==> config.mk <==
export PLATFORM = sky130hd
export DESIGN_NAME = gbia_ctrl
export DESIGN_NICKNAME = d
export VERILOG_FILES = /design/src/hdl/gbia_pkg.sv /design/src/hdl/gbia_ctrl.sv
export SDC_FILE = /design/constraint.sdc
export NUM_CORES = 1
export LEC_CHECK = 0
export BUFFER_PORTS_ARGS = -buffer_cell sky130_fd_sc_hd__buf_2
export CAP_MARGIN = 20
export CORE_UTILIZATION = 47
export CTS_BUF_LIST = sky130_fd_sc_hd__clkbuf_8
export CTS_CLUSTER_SIZE = 10
export DETAILED_ROUTE_END_ITERATION = 10
export GPL_TIMING_DRIVEN = 0
export HOLD_SLACK_MARGIN = 0.06
export PLACE_DENSITY_LB_ADDON = 0.08
export SYNTH_ARGS = -nofsm -noshare
export SYNTH_HDL_FRONTEND = slang
export SYNTH_SLANG_ARGS = --single-unit
==> constraint.sdc <==
create_clock -name clk -period 1.75 [get_ports clk]
set_clock_uncertainty 0.05 [all_clocks]
set_input_delay 0 -clock clk [delete_from_list [all_inputs] [get_ports clk]]
set_output_delay 0 -clock clk [all_outputs]
set_load 0.005 [all_outputs]
==> src/hdl/gbia_pkg.sv <==
// Shared constants, codes and controller/datapath interface types for the
// grouped bitmap allocator. No dependencies.
`timescale 1ns / 1ps

package gbia_pkg;

    localparam int MAX_GROUPS      = 64;
    localparam int MAX_EPG         = 8192;
    localparam int WORD_W          = 64;
    localparam int WORDS_PER_GROUP = MAX_EPG / WORD_W;
    localparam int TOTAL_WORDS     = MAX_GROUPS * WORDS_PER_GROUP;

    localparam int GRP_W   = $clog2(MAX_GROUPS);
    localparam int WIDX_W  = $clog2(WORDS_PER_GROUP);
    localparam int BOFS_W  = $clog2(WORD_W);
    localparam int BIT_W   = WIDX_W + BOFS_W;
    localparam int ADDR_W  = GRP_W + WIDX_W;
    localparam int EPG_W   = 14;
    localparam int NG_W    = 7;
    localparam int CNT_W   = 14;
    localparam int NUM_W   = 20;
    localparam int ST_W    = 2;

    localparam int CFG_IDX_W  = 1;
    localparam int CFG_DATA_W = 14;

    localparam int DIV_STEPS = NUM_W;
    localparam int DIVCNT_W  = $clog2(DIV_STEPS + 1);

    typedef logic [ST_W-1:0] status_t;

    localparam status_t ST_OK       = 2'd0;
    localparam status_t ST_NO_SPACE = 2'd1;
    localparam status_t ST_DUP      = 2'd2;
    localparam status_t ST_RANGE    = 2'd3;

    localparam logic OP_ALLOC = 1'b0;
    localparam logic OP_FREE  = 1'b1;

    localparam logic [CFG_IDX_W-1:0] REG_EPG = 1'd0;
    localparam logic [CFG_IDX_W-1:0] REG_NG  = 1'd1;

    typedef struct packed {
        logic    clear;
        logic    accept;
        logic    gscan;
        logic    div_take;
        logic    gcapture;
        logic    wscan;
        logic    commit;
        logic    fail;
        logic    fail_show;
        status_t fail_code;
        logic    out_load;
    } gbia_cmd_t;

    typedef struct packed {
        logic clr_last;
        logic in_free;
        logic in_free_q;
        logic div_busy;
        logic range_bad;
        logic g_found;
        logic g_done;
        logic w_found;
        logic w_done;
        logic bit_set;
        logic out_busy;
    } gbia_stat_t;

endpackage

==> src/hdl/gbia_ctrl.sv <==
// Controller state machine: sequences clear pass, group scan, divide,
// bitmap scan, commit and output load. Depends on gbia_pkg.
`timescale 1ns / 1ps

module gbia_ctrl (
    input  logic                   clk,
    input  logic                   rst_n,
    input  logic                   in_valid,
    output logic                   in_ready,
    input  gbia_pkg::gbia_stat_t   stat,
    output gbia_pkg::gbia_cmd_t    cmd
);
    import gbia_pkg::*;

    typedef enum logic [8:0] {
        S_CLEAR = 9'b000000001,
        S_IDLE  = 9'b000000010,
        S_GSCAN = 9'b000000100,
        S_DIV   = 9'b000001000,
        S_GLOAD = 9'b000010000,
        S_GWAIT = 9'b000100000,
        S_WSCAN = 9'b001000000,
        S_WRITE = 9'b010000000,
        S_RESP  = 9'b100000000
    } state_t;

    state_t state_reg;
    state_t state_next;

    assign in_ready = state_reg == S_IDLE;

    always_comb
    begin
        state_next = state_reg;
        cmd        = '0;
        case (state_reg)
            S_CLEAR:
            begin
                cmd.clear = 1'b1;
                if (stat.clr_last)
                begin
                    state_next = S_IDLE;
                end
            end
            S_IDLE:
            begin
                if (in_valid)
                begin
                    cmd.accept = 1'b1;
                    state_next = stat.in_free ? S_DIV : S_GSCAN;
                end
            end
            S_GSCAN:
            begin
                cmd.gscan = 1'b1;
                if (stat.g_found)
                begin
                    state_next = S_GLOAD;
                end
                else if (stat.g_done)
                begin
                    cmd.fail      = 1'b1;
                    cmd.fail_code = ST_NO_SPACE;
                    state_next    = S_RESP;
                end
            end
            S_DIV:
            begin
                if (!stat.div_busy)
                begin
                    if (stat.range_bad)
                    begin
                        cmd.fail      = 1'b1;
                        cmd.fail_code = ST_RANGE;
                        state_next    = S_RESP;
                    end
                    else
                    begin
                        cmd.div_take = 1'b1;
                        state_next   = S_GLOAD;
                    end
                end
            end
            S_GLOAD:
            begin
                state_next = S_GWAIT;
            end
            S_GWAIT:
            begin
                cmd.gcapture = 1'b1;
                if (!stat.in_free_q)
                begin
                    state_next = S_WSCAN;
                end
                else if (stat.bit_set)
                begin
                    state_next = S_WRITE;
                end
                else
                begin
                    cmd.fail      = 1'b1;
                    cmd.fail_show = 1'b1;
                    cmd.fail_code = ST_DUP;
                    state_next    = S_RESP;
                end
            end
            S_WSCAN:
            begin
                cmd.wscan = 1'b1;
                if (stat.w_found)
                begin
                    state_next = S_WRITE;
                end
                else if (stat.w_done)
                begin
                    cmd.fail      = 1'b1;
                    cmd.fail_show = 1'b1;
                    cmd.fail_code = ST_NO_SPACE;
                    state_next    = S_RESP;
                end
            end
            S_WRITE:
            begin
                cmd.commit = 1'b1;
                state_next = S_RESP;
            end
            S_RESP:
            begin
                if (!stat.out_busy)
                begin
                    cmd.out_load = 1'b1;
                    state_next   = S_IDLE;
                end
            end
            default:
            begin
                state_next = S_CLEAR;
            end
        endcase
    end

    always_ff @(posedge clk or negedge rst_n)
    begin
        if (!rst_n)
        begin
            state_reg <= S_CLEAR;
        end
        else
        begin
            state_reg <= state_next;
        end
    end

endmodule

# After elaboration in Yosys (flattened, before gate mapping)
# Cells that the tools add are included.
# W data, S select, Z words.
# classes
n_eq_ne	15
mux	40
reduce_logical	1
# op_table
cell	n
$mux W9	11
$pmux W9 S9	1
$mux W4	5
$mux W1	18
$eq A9 B1 Y1 const B	1
$eq A9 B2 Y1 const B	1
$eq A9 B3 Y1 const B	1
$eq A9 B4 Y1 const B	1
$eq A9 B5 Y1 const B	1
$eq A9 B6 Y1 const B	1
$eq A9 B7 Y1 const B	1
$eq A9 B8 Y1 const B	1
$eq A9 B9 Y1 const B	1
$ne A2 B2 Y1 const B	4
$pmux W2 S4	1
$ne A3 B3 Y1 const B	2
$reduce_and A6 Y1	1
$mux W2	2
$pmux W1 S4	1
$pmux W1 S2	1
# word_totals
ff_bits	9
input_bits	14
output_inout_bits	13
elab_cells	57

# Logic depth before layout (Yosys ltp)
# depth
ltp_word	3
ltp_mapped	6
mapped_depth_nobuf	5

# Worst setup path before layout
# No wires, ideal clock.
# synth_path
path_type	flip-flop to flip-flop
start	register state_reg[7]
end	register state_reg[8]
arrival_ns	1.634
required_ns	1.575
path_slack_ns	-0.058
stages_incl_launch_ff	6
path_buffers	1
synth_period_minus_slack_ns	1.808
path_cell_list	dfrtp_1 -> buf_6 -> or4_4 -> or4_4 -> o211ai_2 -> o22ai_2
# synth_between
elab_chain_cells	3
# synth_lines
element	line	source
start: declaration	gbia_ctrl.sv:27	state_t state_reg;
start signal: assignment	gbia_ctrl.sv:150	state_reg <= state_next;
$eq A9 B3 Y1 (tied with other cells)	gbia_ctrl.sv:36	case (state_reg)
$ne A3 B3 Y1 (no line) / $ne A2 B2 Y1 (equally long branches)	-	
$reduce_and A6 Y1 (no line)	-	
# Parallel ways exist; a longest one is shown, timed or not.
# A chain may end at the register's enable or synchronous reset.

# Final worst setup path
# layout_path
start	register state_reg[4]
end	register state_reg[8]
# Same word-level chain as after synthesis.

==> results.txt <==
- Input and output buffers added on the ports amount to 26.
- Slowest stage delay, CP: 0.63 ns
- Critical path required time: 1.82 ns
* Hold path endpoint: state_reg[6]$_DFFE_PN0P_
- For this run, the total global-route usage over all layers was measured as 29.7%.
* Layout-stage area growth over the synthesis result: 61.2%
* Maximum root-to-sink buffer count: 2
- After floorplanning, the core was divided into 15 placement rows.
* Number of search-and-repair iterations in the first detailed-routing pass: 4
- Startpoint Class: register
* Cell taking the most area after synthesis: dfrtp_1
* Type of the worst setup path: register to register
* Vias after detailed routing: 1,052
* Most frequent cell on the critical path: or4_4
- In the final routed layout, each cell accounts on average for 17.2 µm.
- Tracing the worst setup path back leads to its startpoint at state_reg[4]$_DFFE_PN0P_.
- Of all flip-flops after synthesis, the portion carrying an async set or reset was 100%.
* Count of warnings emitted by yosys: 0
- Cells along the critical path: or4_4 > or4_4 > o211ai_2 > o22ai_2
- Ranked by total cell area, the synthesized netlist is headed by dfrtp_1, nor2_1, or4_4.
- By instance count, the leading cell after synthesis is nor2_1.
- The setup check on the worst reg-to-reg path leaves a slack of -0.17 ns.
* Leading cell types by count after synthesis: nor2_1, dfrtp_1, inv_1, nand2_1
- Cells on worst reg2reg path: 4
- After clock tree synthesis, the clock-pin slew on the worst setup and hold paths is 0.05 ns.
* Ratio of cells with drive above 1 in the final layout: 52.0%
* Cells after Synth: 103
- Measured along the y axis, the die boundary spans 44.8 µm.
- Count of final max-slew check failures: 0
- Measured against its own limit, the worst slew margin works out to 71.3%.
* Reg-to-reg critical path endpoint: state_reg[8]$_DFFE_PN0P_
* Area of the core region: 0.00173 mm²
- Total number of H-tree levels: 1
* Summed instance area of the synthesized netlist: 861 µm²
- Fmax achieved: 520 MHz
- Combined buffer and inverter count along the critical path: 0
* Final worst path period need: 1.92 ns
- Sum of overflow across all layers after global routing: 0
- Min-Delay Path Class: input pin to register
* Number of diodes added for antenna fixing: 0
- CTS tree: done
- 27 I/O pins were placed.
- The floorplan step defined a die boundary enclosing 0.00201 mm².
- Antenna violations before repair: 0
- Timing analysis after detailed placement gives a worst setup slack of -0.207 ns.
* Slowest library cell on the worst path: or4_4
- Once detail routing completed, the nets flagged for antenna violations numbered 0.
- Detailed placement finished with a half-perimeter wire length of 1.68 mm.
- IR analysis of the VDD net gives a maximum drop of 0.000965 V.
- Top_reg_cell synth: dfrtp_1
- Residual DRC count: 0
- # setup viols final: 13
- In this run, CTS created clock tree buffers numbering 3.
- In the finished design, the share of the clock period the worst path needs comes to 110%.
* Worst path arrival time: 1.99 ns
- The final reports fail on setup timing.
- Once the floorplan was initialized, standard cells occupied 49.9% of the core.
- Across the run, the number of max-cap violations was 0.
- The clock reaches the later pin of the worst-skew pair after 0.24 ns.
* Max FFs per register: 9
- Layout Cells excl Fill: 177
- Inst Count DP: 154
- Entering global routing, the biggest net connects 11 pins.
* Power density over cell area: 1190 mW/mm²
- Final Hold Violating Endpoints: 0
- Largest delay share family, worst path: simple AND/OR/NAND/NOR gates
- The routed design has 3.05 mm of wire.
- Iteration-0 DRC Markers: 56
- Unrepaired setup endpoints after global routing: yes
- TritonCTS sink count: 9
- The completed layout was analyzed and its total power is 1.65 mW.
- For this design the static power due to leakage is 0.620 nW.
- Number of unique standard cell types used by synthesis: 47
- Synth top area share: 23.3%
- DIE WIDTH: 44.8 µm
* Critical-path maximum fanout: 8
- Routability-driven placement finished with a final weighted congestion of 0.918.
- After the last flow step, the layout net total stands at 167.
- Synthesis inferred 9 register bits.
- The first global-routing pass estimated 4.35 mm of wire.
* Number of flops mapped to enable cells by yosys: 0
- The number of global-route vias before repair came to 981.
* Source of the worst hold timing path: stat[2]
- The startpoint identified for the worst register-to-register timing path is state_reg[4]$_DFFE_PN0P_.
- Root Buffer Master: clkbuf_8
- The worst setup path is captured at a register.
* Final critical-path setup slack: -0.175 ns
- Mean instance size in the synthesized netlist: 8.36 µm²
- After synthesis, flip-flops and latches occupy 26.3% of the total area.
- Synthesized Nets: 117
* Result of the run: finished, violations left
- Hold Path Depth: 3
- Slew of the pin with the lowest slew margin: 0.430 ns
- Per-cell via count in the routed design: 5.94
[area by class of cell]
| class | count | area, µm² |
|---|---|---|
| multi-input combinational | 82 | 694 |
| fill | 111 | 339 |
| timing repair buffer | 48 | 335 |
| sequential | 9 | 231 |
| clock buffer | 3 | 41.3 |
| buffer | 4 | 31.3 |
| tap | 25 | 31.3 |
| inverter | 5 | 18.8 |
| clock inverter | 1 | 3.75 |
[cell usage in the layout (no fill, tap or decap), types with 2 or more instances in the layout]
cell,count
nor4_1,2
nor3_1,3
nand3_1,2
dfrtp_2,4
inv_1,5
nand2b_1,4
buf_4,14
buf_2,23
dlygate4sd3_1,7
clkbuf_8,3
nor4_4,3
nand2_1,4
nand3b_1,4
buf_6,6
xnor2_1,2
or3_1,2
a32o_1,2
o31ai_1,2
nor2_1,9
nor2_4,2
o21a_1,2
dfrtp_1,4
nor4b_1,2
or4_4,3
[per-layer routing]
layer	part of all wire, %	vias to the layer above	track usage (%)
li1	-	490	-
met1	43	504	38.7
met2	50	52	49.7
met3	5.7	6	4.40
met4	1.1	0	11.5
met5	0	-	0
[worst reg2reg max path, cell delays in order, from the launching register on]
cell      delay, ns
dfrtp_2        0.49
or4_4          0.63
or4_4          0.48
o211ai_2       0.09
o22ai_2        0.07
[cell families (layout without fill, tap and decap cells)]
family	Yosys count	after routing	synth area share [%]
simple gates	56	56	42.4
flops	9	9	26.3
mux	1	1	1.31
compound gates	21	21	19.5
xor+xnor	4	4	4.07
buf+inv	12	61	6.40
[report_power, final]
part	total, mW	switching [mW]	internal [mW]
Clock	0.251	0.0969	0.154
Combinational	1.09	0.536	0.554
Sequential	0.305	0.0505	0.255
[through the flow]
stage                     TNS, ns  instance area, µm²  hold WS (ns)  utilization, %
final                       -1.16                1390        0.0820            80.4
after floorplan           -0.0435                 861        -0.346               -
after global placement     -0.729                1020        -0.183            59.2
after global routing        -2.23                1390        0.0804            80.4
after CTS                  -0.963                1290        0.0796            74.6
after detailed placement   -0.617                1020        -0.182            59.2
[worst max path at each step]
stage                               endpoint  slack (ns)  cells past startpoint
global placement    state_reg[1]$_DFFE_PN0P_       -0.23                      4
floorplan           state_reg[8]$_DFFE_PN0P_       -0.04                      5
finish              state_reg[8]$_DFFE_PN0P_       -0.17                      4
CTS                                   cmd[4]       -0.15                      6
global route                         cmd[10]       -0.21                      5
detailed placement  state_reg[1]$_DFFE_PN0P_       -0.21                      4
[what timing repair did]
action | CTS | global route
hold buffers | 7 | 0
endpoints found under the setup margin | 19 | 19
hold endpoints to repair | 14 | 0
resized for setup | 16 | 22
buffers inserted | 12 | 3
pin swaps | 8 | 5
No activity file was read; power rests on OpenSTA's default activity.
